--- src/sv/fpa_pkg.sv ---
`default_nettype none
// ----------------------------------------------------------------------------
// fpa_pkg
// Shared types and command codes for the fixed-point ALU pipeline.
// ----------------------------------------------------------------------------
package fpa_pkg;

    typedef enum logic [3:0] {
        CMD_ADD      = 4'd0,
        CMD_SUB      = 4'd1,
        CMD_MUL      = 4'd2,
        CMD_DIV      = 4'd3,
        CMD_MIN      = 4'd4,
        CMD_MAX      = 4'd5,
        CMD_CMP      = 4'd6,
        CMD_INC      = 4'd7,
        CMD_DEC      = 4'd8,
        CMD_TO_INT   = 4'd9,
        CMD_FROM_INT = 4'd10
    } t_cmd;

    // Side information that travels with a word through the divider stages.
    typedef struct packed {
        logic        is_div;
        logic        neg;
        logic        dz;
        logic        gt;
        logic        lt;
        logic        eq;
        logic [31:0] res;
    } t_side;

endpackage
`default_nettype wire

--- src/sv/fpa_div_stage.sv ---
`default_nettype none
// ----------------------------------------------------------------------------
// fpa_div_stage
// One restoring division step: shift in a dividend bit, try the subtract,
// shift the quotient bit into the work word.
// ----------------------------------------------------------------------------
module fpa_div_stage #(
    parameter int QW = 40
) (
    input  wire                  i_clk,
    input  wire                  i_rst_n,
    input  wire                  i_adv,
    input  wire                  i_valid,
    input  fpa_pkg::t_side       i_side,
    input  wire  [31:0]          i_rem,
    input  wire  [QW-1:0]        i_work,
    input  wire  [31:0]          i_den,
    output logic                 o_valid,
    output fpa_pkg::t_side       o_side,
    output logic [31:0]          o_rem,
    output logic [QW-1:0]        o_work,
    output logic [31:0]          o_den
);

    logic [32:0] w_trial;
    logic [32:0] w_diff;
    logic        w_bit;

    assign w_trial = {i_rem, i_work[QW-1]};
    assign w_diff  = w_trial - {1'b0, i_den};
    assign w_bit   = !w_diff[32];

    always_ff @(posedge i_clk) begin
        if (!i_rst_n) begin
            o_valid <= 1'b0;
        end else if (i_adv) begin
            o_valid <= i_valid;
        end
    end

    always_ff @(posedge i_clk) begin
        if (i_adv) begin
            o_side <= i_side;
            o_rem  <= w_bit ? w_diff[31:0] : w_trial[31:0];
            o_work <= {i_work[QW-2:0], w_bit};
            o_den  <= i_den;
        end
    end

endmodule
`default_nettype wire

--- config.mk ---
export PLATFORM = sky130hd
export DESIGN_NAME = fpa_div_stage
export DESIGN_NICKNAME = d
export VERILOG_FILES = /design/src/sv/fpa_pkg.sv /design/src/sv/fpa_div_stage.sv
export SDC_FILE = /design/constraint.sdc
export NUM_CORES = 1
export LEC_CHECK = 0
export ABC_AREA = 1
export BUFFER_PORTS_ARGS = -buffer_cell sky130_fd_sc_hd__buf_2
export CORE_UTILIZATION = 34
export CTS_BUF_LIST = sky130_fd_sc_hd__clkbuf_4 sky130_fd_sc_hd__clkbuf_8
export DETAILED_ROUTE_END_ITERATION = 16
export GPL_TIMING_DRIVEN = 0
export PLACE_DENSITY = 0.56
export SLEW_MARGIN = 30
export SYNTH_ARGS = -nofsm -noshare
export SYNTH_HDL_FRONTEND = slang
export SYNTH_SLANG_ARGS = --single-unit
--- constraint.sdc ---
create_clock -name i_clk -period 3.71 [get_ports i_clk]
set_input_delay 0.1855 -clock i_clk [delete_from_list [all_inputs] [get_ports i_clk]]
set_output_delay 0.1855 -clock i_clk [all_outputs]
set_load 0.01 [all_outputs]
**Word level (Yosys, flattened, before mapping)**

Cells that the tools add are included.

- Add/sub/neg operators: 1
- Multiplexer cells: 1
- Reductions and logical operators: 1

Operators by type and width:

| kind | count |
|---|---|
| 33-bit by 32-bit subtractor with 33-bit output | 1 |
| 32-bit 2-to-1 mux | 1 |
| 1-bit zero test | 1 |

- Bits in registers: 143
- Bits of input ports: 146
- Logic and storage cells: 14

**Depth between registers and ports, before layout**

- Depth in word-level cells: 2
- Mapped depth: 17
- Depth with buffers taken out: 16

**Least setup slack after synthesis**

Ideal clock, no wire load.

- Path kind: input -> register
- Start: input port i_work[39]
- End: register o_rem[13], data pin
- Library setup time: 0.252 ns
- Arrival: 1.788 ns
- Setup slack: 1.670 ns
- Stages: 16
- Cells stage by stage: inv_1 > ha_1 > fa_1 > inv_1 > nand2_1 > nand2_1 > nand3_1 > nand2_2 > nand2_2 > nand2_2 > nand2_4 > nand3_2 > nand2_8 > buf_12 > nand2_1 > nand2_1

- Word-level cells in the longest chain between the ends: 2

Ends and longest elaborated chain:

| item | RTL line | RTL |
|---|---|---|
| start, declared | fpa_div_stage.sv:16 | `input wire [QW-1:0] i_work,` |
| 33-bit by 32-bit subtractor with 33-bit output | fpa_div_stage.sv:30 | `assign w_diff = w_trial - {1'b0, i_den};` |
| 32-bit 2-to-1 mux | fpa_div_stage.sv:44 | `o_rem <= w_bit ? w_diff[31:0] : w_trial[31:0];` |
| end signal, assigned | fpa_div_stage.sv:44 |  |
| end, declared | fpa_div_stage.sv:20 | `output logic [31:0] o_rem,` |

No other way between the ends.
A chain may end at the register's enable or synchronous reset.

**Final worst setup path**

- Start: input port i_work[39]
- End: register o_rem[28], data pin

The elaborated chain is that of the path after synthesis.

==> impl_metrics.ini <==
[route]
dr.max_layer_used = met5
route.detailed.drc = 0
m1WireLength_um = 10300
num_vias = 6776
met3_wirelength_um = 1550
finalWirelength_um = 23600
detail_route.vias_per_cell = 4.37
drt_first_iter_violations = 356
postRouteAntennaNets = 0
met2_wirelength_um = 11400
post_drt_wl_per_cell_um = 15.2
drt-pass1-iter-count = 5

[worst_setup_path]
cp-startpoint = i_work[39]
critical_path.reg2reg.startpoint = o_valid
worstPathBufferInverterCount = 5
crit_path_end_kind = register
logic_depth_of_the_worst_setup_path_including_buffers = 18
critPathKind = input pin to register
worstReg2RegEnd = o_valid
cpPeakStageDelay_ns = 0.52
cp.required_ns = 3.92
crit_path_end = o_rem[28]
critical_path.top_delay_family = simple AND/OR/NAND/NOR gates
critPathMaxFanout = 10
cp.arrival_ns = 2.80
ff2ff_setup_slack_ns = 2.48
worstSetupStartpointType = input pin
critical_path.cell_chain = dlygate4sd3_1, buf_2, inv_1, ha_1, fa_1, inv_1, nand2_1, nand2_1, nand3_1, nand2_2, nand2_2, nand2_2, nand2_4, nand3_1, nand2_4, buf_6, nand2_1, nand2_1
critical-path-top-cell-by-count = sky130_fd_sc_hd__nand2_1
reg2regPathDepth = 3
critPathSlowestCell = sky130_fd_sc_hd__dlygate4sd3_1

[synth]
synth-seq-area-share = 0.567
synth_mux_area_frac = 0
largest_family_of_logic_cells_by_synthesized_area = simple AND/OR/NAND/NOR gates
asyncSetResetFlopFracSynth = 0
postSynthCellCount = 826
postSynthNetCount = 1005
yosys.area_share.adder = 0.0556
fraction_of_the_mapped_netlist_area_in_compound_gates = 0.0275
synth_edf_count = 142
synth_warnings = 0
synthesis.area_um2 = 7560
synth-main-ff-cell = sky130_fd_sc_hd__edfxtp_1
synthXorXnorAreaFrac = 0.0174
synth.distinct_cells = 32
synth_simple_gate_area_share = 0.244
ys_ff_latch = 143
syn_area_per_cell_um2 = 9.15

[clock_network]
tritoncts.num_buffers = 17
ctsRootBufferMaster = sky130_fd_sc_hd__clkbuf_8
clock_tree.buffer_depth = 2
post_cts_resized = 0
tritoncts = built
clk_pin_slew_worst_paths_ns = 0.10
clock_sink_count = 143
cts_max_level = 4
clock_latency_ns = 0.45

[cells_and_area]
antenna-diode-count = 0
area.growth.synth_to_final_pct = 45.6
fillCellCount = 2074
numnets_final = 1436
final_layout_size_suffix_gt1_frac = 0.289

[sta]
min_period_ns = 2.60
final-hold-violation-count = 0
setup_total_negative_slack_ns = 0
maxSlewViolCount = 0
max_slew_margin = 0.675
clock_skew_ns = 0
setup_viol_count_final = 0
rsz0062_at_grt = false
timing.fmax_mhz = 385
fin_hold_ws_ns = 0.0164
layout_worst_path_cycle_share = 0.700
timing_worst_slew_pin_value_ns = 0.487

[floorplan]
dieWidth_um = 151
design.core.area_um2 = 21800
die_area_um2 = 22800
floorplan.die.height_um = 151
initial_core_util = 0.346
core.rowCount = 54
floorplan.io_pins = 289

[grt]
pin_count_of_the_biggest_net_entering_global_routing = 87
grt_antenna_before_repair = 1
vias_in_the_first_global_route = 6721
gr-total-overflow = 0
grt.total_usage = 0.208
grt_first_pass_wirelength_um = 35100

[job]
cap_violations = 0

[run_status]
status = finished clean

[hold_path]
worst_hold_path_type = input pin to register

[pwr]
power-per-cell-area_nw_per_um2 = 393
vdd_ir_drop_max_uv = 180
p_leak_uw = 0.00560

[placed_design]
port_buffers = 288
final_wtd_congestion = 0.876
place.detailed.hpwl_um = 18000
-- metal layers --
layer  vias to the layer above  track usage
li1                       3469            -
met1                      3081        0.254
met2                       203        0.366
met3                        21       0.0452
met4                         2       0.0565
met5                         -            0
-- per-stage QoR --
stage / worst slack, ns / cells / utilization / instance area, um^2 / total power [uW]
after floorplan: 1.67 / 826 / - / 7560 / 2570
after global placement: 0.566 / 1394 / 0.429 / 9350 / 2970
after detailed placement: 1.18 / 1395 / 0.430 / 9390 / 2980
after CTS: 1.12 / 1549 / 0.504 / 11000 / 4370
after global routing: 0.920 / 1550 / 0.504 / 11000 / 4570
final: 1.11 / 1550 / 0.504 / 11000 / 4320
-- registers in the layout, indices dropped and copies added, names as in the netlist --
signal   count
o_valid      1
o_rem       32
o_work      40
o_den       32
o_side      38
-- Yosys cell counts (all sizes together), types with 4 or more instances --
cell type,number,share of area
a21oi,27,0.020
and2,4,0.0033
buf,6,0.011
edfxtp,142,0.56
ha,32,0.053
inv,157,0.078
nand2,343,0.18
nand3,31,0.021
nand4,8,0.0066
nor2,39,0.020
nor3,6,0.0040
o21bai,7,0.0070
xor2,14,0.016
-- cells in the final DEF (no fill, tap or decap), types with 2 or more instances in the layout --
cell type	instances
sky130_fd_sc_hd__o21bai_1	7
sky130_fd_sc_hd__nand3b_1	2
sky130_fd_sc_hd__inv_6	7
sky130_fd_sc_hd__ha_1	32
sky130_fd_sc_hd__clkinvlp_4	4
sky130_fd_sc_hd__buf_6	4
sky130_fd_sc_hd__nand2_2	25
sky130_fd_sc_hd__buf_8	2
sky130_fd_sc_hd__dlygate4sd3_1	123
sky130_fd_sc_hd__nor3_1	6
sky130_fd_sc_hd__edfxtp_1	142
sky130_fd_sc_hd__nand3_1	30
sky130_fd_sc_hd__nor2_1	38
sky130_fd_sc_hd__inv_2	5
sky130_fd_sc_hd__nand2_4	4
sky130_fd_sc_hd__xor2_1	14
sky130_fd_sc_hd__a21oi_1	25
sky130_fd_sc_hd__nand2_1	313
sky130_fd_sc_hd__inv_1	152
sky130_fd_sc_hd__clkbuf_8	17
sky130_fd_sc_hd__nand4_1	8
sky130_fd_sc_hd__buf_2	287
sky130_fd_sc_hd__inv_8	2
sky130_fd_sc_hd__and2_1	4
-- final cells by class --
type | instances | area (um^2) | area share
Sequential cell | 143 | 4280 | 0.389
Clock buffer | 18 | 241 | 0.0219
Tap cell | 280 | 350 | 0.0318
Timing Repair Buffer | 412 | 2710 | 0.246
Multi-Input combinational cell | 519 | 2600 | 0.237
Clock inverter | 14 | 144 | 0.0131
Inverter | 158 | 593 | 0.0539
Buffer | 6 | 80.1 | 0.00728
-- tightest hold or removal path, delay by kind of cell --
kind / cells / cell delay [ns]
simple gates: 2 / 0.10
buf+inv: 1 / 0.09
-- kinds of logic (layout without fill, tap and decap cells) --
family | after synthesis | after routing
and+or+nand+nor | 436 | 436
DFF | 143 | 143
adders and majority gates | 33 | 33
buffers and inverters | 164 | 608
xor gates and xnor gates | 15 | 15
AOI/OAI and AO/OA | 35 | 35
-- repair_timing --
| item | CTS | global route |
|---|---|---|
| endpoints found under the hold margin | 121 | 1 |
| hold buffers | 122 | 1 |
| endpoints found under the setup margin | 0 | 0 |
| buffers inserted | 0 | 0 |
-- power breakdown --
group | internal [uW] | total [uW] | switching [uW]
Combinational | 440 | 1050 | 612
Clock | 561 | 1280 | 721
Sequential | 1960 | 1990 | 32.6
-- how the worst min path moves through the flow --
stage | slack, ns | cells after the start | to | startpoint
finish | 0.02 | 3 | o_rem[6] | i_rem[5]
global route | 0.003 | 3 | o_rem[5] | i_rem[4]
CTS | 0.003 | 3 | o_rem[29] | i_rem[28]
detailed placement | 0.36 | 1 | o_side[6] | i_side[6]
global placement | 0.36 | 1 | o_work[31] | i_work[30]
floorplan | 0.28 | 1 | o_valid | i_adv
No activity file was read; power rests on OpenSTA's default activity.
