--- src/sv/fpa_pkg.sv ---
`default_nettype none
// ----------------------------------------------------------------------------
// fpa_pkg
// Shared types and command codes for the fixed-point ALU pipeline.
// ----------------------------------------------------------------------------
package fpa_pkg;

    typedef enum logic [3:0] {
        CMD_ADD      = 4'd0,
        CMD_SUB      = 4'd1,
        CMD_MUL      = 4'd2,
        CMD_DIV      = 4'd3,
        CMD_MIN      = 4'd4,
        CMD_MAX      = 4'd5,
        CMD_CMP      = 4'd6,
        CMD_INC      = 4'd7,
        CMD_DEC      = 4'd8,
        CMD_TO_INT   = 4'd9,
        CMD_FROM_INT = 4'd10
    } t_cmd;

    // Side information that travels with a word through the divider stages.
    typedef struct packed {
        logic        is_div;
        logic        neg;
        logic        dz;
        logic        gt;
        logic        lt;
        logic        eq;
        logic [31:0] res;
    } t_side;

endpackage
`default_nettype wire

--- src/sv/fpa_front.sv ---
`default_nettype none
// ----------------------------------------------------------------------------
// fpa_front
// Three register stages: capture, multiply and simple ops, scale and prepare
// the divider operands.
// ----------------------------------------------------------------------------
module fpa_front #(
    parameter int FRACTION_BITS = 8,
    parameter int QW            = 32 + FRACTION_BITS
) (
    input  wire                  i_clk,
    input  wire                  i_rst_n,
    input  wire                  i_adv,
    input  wire                  i_valid,
    input  wire  [3:0]           i_command,
    input  wire  signed [31:0]   i_operand_a,
    input  wire  signed [31:0]   i_operand_b,
    output logic                 o_valid,
    output fpa_pkg::t_side       o_side,
    output logic [31:0]          o_rem,
    output logic [QW-1:0]        o_work,
    output logic [31:0]          o_den
);

    // stage A
    logic               r_va;
    logic [3:0]         r_cmd_a;
    logic signed [31:0] r_a, r_b;

    // stage B
    logic               r_vb;
    logic [3:0]         r_cmd_b;
    logic signed [63:0] r_prod;
    logic [31:0]        r_res_b;
    logic               r_gt_b, r_lt_b, r_eq_b, r_dz_b, r_neg_b;
    logic [31:0]        r_abs_a, r_abs_b;

    logic [31:0]        n_res_b;
    logic signed [63:0] w_bias;
    logic signed [63:0] w_scaled;
    logic               w_is_div;

    always_ff @(posedge i_clk) begin
        if (!i_rst_n) begin
            r_va <= 1'b0;
            r_vb <= 1'b0;
            o_valid <= 1'b0;
        end else if (i_adv) begin
            r_va <= i_valid;
            r_vb <= r_va;
            o_valid <= r_vb;
        end
    end

    always_comb begin
        case (fpa_pkg::t_cmd'(r_cmd_a))
            fpa_pkg::CMD_ADD:      n_res_b = r_a + r_b;
            fpa_pkg::CMD_SUB:      n_res_b = r_a - r_b;
            fpa_pkg::CMD_MIN:      n_res_b = (r_a < r_b) ? r_a : r_b;
            fpa_pkg::CMD_MAX:      n_res_b = (r_a > r_b) ? r_a : r_b;
            fpa_pkg::CMD_INC:      n_res_b = r_a + 32'sd1;
            fpa_pkg::CMD_DEC:      n_res_b = r_a - 32'sd1;
            fpa_pkg::CMD_TO_INT:   n_res_b = r_a >>> FRACTION_BITS;
            fpa_pkg::CMD_FROM_INT: n_res_b = r_a << FRACTION_BITS;
            default:               n_res_b = 32'd0;
        endcase
    end

    // truncate toward zero: bias negative products before the shift
    assign w_bias   = r_prod[63] ? ((64'sd1 <<< FRACTION_BITS) - 64'sd1) : 64'sd0;
    assign w_scaled = (r_prod + w_bias) >>> FRACTION_BITS;
    assign w_is_div = (fpa_pkg::t_cmd'(r_cmd_b) == fpa_pkg::CMD_DIV);

    always_ff @(posedge i_clk) begin
        if (i_adv) begin
            r_cmd_a <= i_command;
            r_a     <= i_operand_a;
            r_b     <= i_operand_b;

            r_cmd_b <= r_cmd_a;
            r_prod  <= r_a * r_b;
            r_res_b <= n_res_b;
            r_gt_b  <= r_a > r_b;
            r_lt_b  <= r_a < r_b;
            r_eq_b  <= r_a == r_b;
            r_dz_b  <= (fpa_pkg::t_cmd'(r_cmd_a) == fpa_pkg::CMD_DIV) && (r_b == 32'sd0);
            r_neg_b <= r_a[31] ^ r_b[31];
            r_abs_a <= r_a[31] ? 32'(-r_a) : 32'(r_a);
            r_abs_b <= r_b[31] ? 32'(-r_b) : 32'(r_b);

            o_side.is_div <= w_is_div;
            o_side.neg    <= r_neg_b;
            o_side.dz     <= r_dz_b;
            o_side.gt     <= r_gt_b;
            o_side.lt     <= r_lt_b;
            o_side.eq     <= r_eq_b;
            o_side.res    <= (fpa_pkg::t_cmd'(r_cmd_b) == fpa_pkg::CMD_MUL)
                             ? w_scaled[31:0] : r_res_b;
            o_rem         <= 32'd0;
            o_work        <= QW'(r_abs_a) << FRACTION_BITS;
            o_den         <= r_abs_b;
        end
    end

endmodule
`default_nettype wire

--- config.mk ---
export PLATFORM = sky130hd
export DESIGN_NAME = fpa_front
export DESIGN_NICKNAME = d
export VERILOG_FILES = /design/src/sv/fpa_pkg.sv /design/src/sv/fpa_front.sv
export SDC_FILE = /design/constraint.sdc
export NUM_CORES = 2
export LEC_CHECK = 0
export ABC_AREA = 1
export BUFFER_PORTS_ARGS = -buffer_cell sky130_fd_sc_hd__clkbuf_2
export CORE_ASPECT_RATIO = 0.9
export CORE_MARGIN = 1
export CORE_UTILIZATION = 55
export CTS_CLUSTER_DIAMETER = 50
export DETAILED_ROUTE_END_ITERATION = 10
export PLACE_DENSITY = 0.75
export SLEW_MARGIN = 10
export SYNTH_ARGS = -nofsm -noshare
export SYNTH_HDL_FRONTEND = slang
export SYNTH_SLANG_ARGS = --single-unit
--- constraint.sdc ---
create_clock -name i_clk -period 7.4 [get_ports i_clk]
set_input_delay 1.11 -clock i_clk [delete_from_list [all_inputs] [get_ports i_clk]]
set_output_delay 1.11 -clock i_clk [all_outputs]
set_load 0.01 [all_outputs]
After elaboration in Yosys (flattened, before gate mapping)
Cells that the tools add are included.
{"block": "totals", "reg_bits": 342, "in_bits": 72, "out_inout_bits": 143, "word_cells": 59}
{"block": "op_classes", "n_addsub": 7, "n_mul": 1, "order_cmp": 2, "n_eq_ne": 11, "n_mux": 7, "n_bitwise": 1, "reduce_logical": 3}
{"operator": "one-hot mux 32 bit (8 select lines)", "count": 1}
{"operator": "2-to-1 mux 32 bit", "count": 3}
{"operator": "multiplier 32 x 32 -> 64 bit", "count": 1}
{"operator": "negator 32 bit", "count": 2}
{"operator": "2-to-1 mux 31 bit", "count": 2}
{"operator": "adder 40 x 9 -> 40 bit", "count": 1}
{"operator": "adder 32 x 2 -> 32 bit (second input constant)", "count": 1}
{"operator": "adder 32 bit", "count": 1}
{"operator": "equality test 32 bit", "count": 1}
{"operator": "greater-than comparator 32 bit", "count": 1}
{"operator": "zero test 32 bit", "count": 1}
{"operator": "< comparator 32 bit", "count": 1}
{"operator": "subtractor 32 x 2 -> 32 bit (second input constant)", "count": 1}
{"operator": "subtractor 32 bit", "count": 1}
{"operator": "equality test 4 x 2 -> 1 bit (second input constant)", "count": 3}
{"operator": "equality test 4 x 3 -> 1 bit (second input constant)", "count": 3}
{"operator": "equality test 4 bit (second input constant)", "count": 3}
{"operator": "2-to-1 mux 8 bit", "count": 1}
{"operator": "equality test 4 x 1 -> 1 bit (second input constant)", "count": 1}
{"operator": "zero test 4 bit", "count": 1}
{"operator": "logical AND 1 bit", "count": 1}
{"operator": "XOR 1 bit", "count": 1}

Logic depth before layout (Yosys ltp)
{"block": "depth", "depth_word": 3, "ltp_mapped": 32, "depth_no_buf": 30}

Worst setup path before layout
No wires, ideal clock.
{"block": "synth_timing", "kind": "register -> register", "startpoint": "register r_a[31]", "endpoint": "register r_prod[63], data pin", "setup_time_ns": 0.252, "t_arrival_ns": 7.178, "required_ns": 7.148, "path_slack_ns": -0.030, "path_stages_with_launch": 30, "n_path_buf": 3, "synth_period_minus_slack_ns": 7.430, "cell_sequence": "edfxtp_1 > clkbuf_1 > clkbuf_1 > clkbuf_1 > nand2_1 > inv_1 > fa_1 > inv_1 > fa_1 > inv_1 > fa_1 > fa_1 > inv_1 > fa_1 > inv_1 > fa_1 > inv_1 > fa_1 > inv_1 > fa_1 > ha_1 > nand2_1 > inv_1 > nand3_1 > nor3_1 > nand2_1 > nor2_1 > a21oi_1 > nand2_1 > nand2_1"}
{"block": "synth_between", "elab_chain_len": 1}
{"item": "start: declaration", "line_no": "fpa_front.sv:28", "rtl": "logic signed [31:0] r_a, r_b;"}
{"item": "start signal: assignment", "line_no": "fpa_front.sv:77", "rtl": "r_a <= i_operand_a;"}
{"item": "multiplier 32 x 32 -> 64 bit", "line_no": "fpa_front.sv:81", "rtl": "r_prod <= r_a * r_b;"}
{"item": "end signal: assignment", "line_no": "fpa_front.sv:81"}
{"item": "end: declaration", "line_no": "fpa_front.sv:33", "rtl": "logic signed [63:0] r_prod;"}
Every way passes these cells.
A chain may end at the register's enable or synchronous reset.

Worst setup path in the final report
Same ends and word-level chain as after synthesis.

==> key figures <==
Global routing
  – Busiest grt layer: met2
  – Initial antenna violation count: 11
  – Vias in the first global route: between 40000 and 50000
  – GRT met1 Usage: 0.5027
  – Met2 global-route usage: 0.5396
  – First-pass GRT wire length: 279.9 mm
  – Largest net degree at the start of global routing: 169
  – Gr usage total: 0.3586
  – GR Util met3: 0.08993
  – Congestion Overflow GR: 0

Worst hold path
  – Hold Startpoint: r_abs_a[19]
  – Hold Path Class: reg2reg
  – Worst Hold Depth: 0
  – Hold endpoint: o_work[27]

Timing
  – Hold Violations, Final: 0
  – Final period utilization: 0.9787
  – Max Slew Vio Count: 0
  – Setup TNS: 0 ps
  – Setup ws final: around 160 ps
  – Worst-Margin Slew: around 1200 ps
  – RSZ-0062 raised after global routing: yes
  – Clock Skew: 46.58 ps
  – Final setup vio count: 0
  – Max Fclk: around 0.14 GHz
  – Tmin final: 7243 ps
  – Worst slew margin: 0.2060

Placed design
  – Pre-CTS WS: -40.71 ps
  – DP Wirelength: around 140 mm
  – Gpl congestion: approximately 1.1
  – Input/output buffers: 174
  – DP Area: 0.05966 mm2

Critical path
  – R2R Path Start: r_a[31]
  – Crit Path Max Fanout: 5
  – CP endpoint kind: flip-flop
  – Critical Path Start Type: flip-flop
  – Required time worst endpoint: 7740 ps
  – Reg2Reg Capture Point: r_prod[63]
  – Crit path DAT: 7580 ps
  – Worst R2R Setup Slack: roughly 160 ps
  – R2R depth: 24
  – Crit path kind: reg2reg

Synthesis
  – Yosys cell types: 60
  – Yosys top cell area share: 0.3850
  – Asr flop ratio synth: 0
  – Register area share after synthesis: 0.1694
  – EDFF count, synth: 316
  – Mapped cell area: 0.05637 mm2
  – Cells after synthesis: 6774
  – Most frequent cell after synthesis: inv_1
  – Syn avg cell area: 8.322 um2
  – Ys Warns: 0
  – Yosys top cell by area: fa_1
  – Post-synth top cells: inv_1 (1771), nand2_1 (1683), fa_1 (1084)
  – Most used DFF post-synth: edfxtp_1
  – Top post-synthesis cells by area: fa_1 (38%), edfxtp_1 (17%), inv_1 (12%)
  – Synth Register Bits: between 300 and 400

Floorplan
  – Die width: 339.5 um
  – Starting Density: 0.5545
  – Std-Cell Rows: approximately 110
  – Die area: 0.1038 mm2
  – Die height: 305.7 um
  – Core Area: 0.1017 mm2
  – I/O pins: 215

Clock tree
  – Root buffer cell: clkbuf_16
  – Clock sinks: 319
  – Hold buffer count at cts: 0
  – Worst-Skew Late Latency: 610 ps
  – CTS Buf Count: 40
  – CTS tree: built
  – CTS max path bufs: 3
  – Reg clk slew, reported paths: 70 ps
  – CTS H-tree depth: 2

Routing
  – Routed wire per std cell: ~22 um
  – Via density: 5.537
  – Post-route DRC: 0
  – DR iter-0 viols: 5564
  – Final wirelength: 181.7 mm
  – DR pass1 iterations: 7
  – Antenna Nets Post-Route: 0
  – Vias: 45790

Flow run
  – Max-Cap Viols: 0

Cells and area
  – Fin nets: 8321
  – Final instance area: 0.06122 mm2
  – Share of cells above drive strength 1: 0.07600
  – Layout area overhead: 8.601%

Outcome
  – Status: finished, final reports clean
-- worst max path at each step --
stage          slack, ps  cells after the start          to     from
6_report             160                     24  r_prod[63]  r_a[31]
5_1_grt              -40                     27  r_prod[63]  r_b[14]
3_3_place_gp          50                     24  r_prod[63]  r_a[31]
2_1_floorplan         80                     29  r_prod[63]  r_a[31]
4_1_cts               20                     24  r_prod[63]  r_a[31]
3_5_place_dp         -40                     24  r_prod[63]  r_a[31]
-- critical path: stages, from the launching register on --
cell and delay [ps]:
edfxtp_1 470, buf_4 200, nand2_1 110, inv_1 100
fa_1 610, fa_1 470, fa_2 680, inv_1 110
buf_4 180, fa_1 530, inv_1 80, fa_1 490
fa_1 590, fa_1 440, fa_1 480, ha_1 330
nand4_1 210, nor3_1 250, nand2_1 160, nand2_1 150
nand3_1 110, nand2_1 90, a21oi_1 40, nand2_1 60
nand2_1 50
-- cell type report --
class | count | area, um2
diodes | 7 | 17.52
repair buffers | 354 | 3029
flip-flops and latches | 319 | 9549
multi-input cells | 4373 | 38890
clock buffers | 48 | 1072
inverters | 1788 | 6721
clock inverters | 25 | 235.2
well taps | 1356 | 1697
fillers | 8877 | 40440
repair inverters | 1 | 7.507
-- placed cells by master (no fill, tap or decap), types with 9 or more instances in the layout --
cell | Yosys | routed
a21boi_0 | 10 | 9
a21o_1 | 19 | 19
a21oi_1 | 145 | 142
a31oi_1 | 20 | 20
buf_12 | 0 | 62
buf_4 | 41 | 116
clkbuf_16 | 0 | 42
clkbuf_2 | 0 | 173
clkinv_1 | 4 | 10
conb_1 | 1 | 40
edfxtp_1 | 316 | 316
fa_1 | 1084 | 1076
ha_1 | 288 | 285
inv_1 | 1771 | 1763
inv_2 | 13 | 18
nand2_1 | 1683 | 1680
nand2_2 | 12 | 15
nand3_1 | 186 | 186
nand3b_1 | 9 | 9
nand4_1 | 60 | 60
nor2_1 | 362 | 358
nor2_2 | 10 | 14
nor3_1 | 45 | 43
nor4_1 | 10 | 10
o211ai_1 | 9 | 9
o21ai_0 | 144 | 139
o21ai_1 | 9 | 14
o21bai_1 | 19 | 19
o22ai_1 | 16 | 16
or2_2 | 9 | 9
xnor2_1 | 35 | 35
xor2_1 | 88 | 88
-- stage by stage --
step,cells,hold slack (ps),utilization
after floorplan,6813,400.3,-
after global placement,8176,402.1,0.5869
after detailed placement,8176,404.5,0.5869
after CTS,8249,405.9,0.5998
after global routing,8266,412.6,0.6021
final,8271,412.9,0.6022
-- routing by layer --
metal / routed length [um] / share of wire
met1: 71830 / 0.40
met2: 79050 / 0.43
met3: 22710 / 0.12
met4: 7993 / 0.044
met5: 146 / 0.00080
-- kinds of logic after synthesis --
group / Yosys count / synth area share
and+or+nand+nor: 2407 / 0.1732
buffers and inverters: 2121 / 0.1449
adders and majority gates: 1372 / 0.4489
AOI/OAI and AO/OA: 431 / 0.04446
DFF: 319 / 0.1694
xor gates and xnor gates: 123 / 0.01911
other: 1 / 0.00006652
-- registers in the layout (all words and copies together) (netlist names) --
signal and count:
r_dz_b 1, o_valid 1, r_lt_b 1, o_side 38, r_abs_b 32, r_cmd_b 4, r_a 32, r_res_b 32
o_work 32, r_abs_a 32, r_prod 41, r_va 1, r_vb 1, r_eq_b 1, r_gt_b 1, r_b 32
o_den 32, r_cmd_a 4, r_neg_b 1
-- timing repair --
| action | CTS | global route |
|---|---|---|
| cloned | 0 | 2 |
| setup buffers | 0 | 13 |
| gates resized for setup | 1 | 37 |
| pin swaps | 0 | 8 |
| setup endpoints to repair | 1 | 6 |
Power is left out: the tool's default activity adds up to more than one toggle a clock period on the data nets, which glitch-free logic cannot reach.
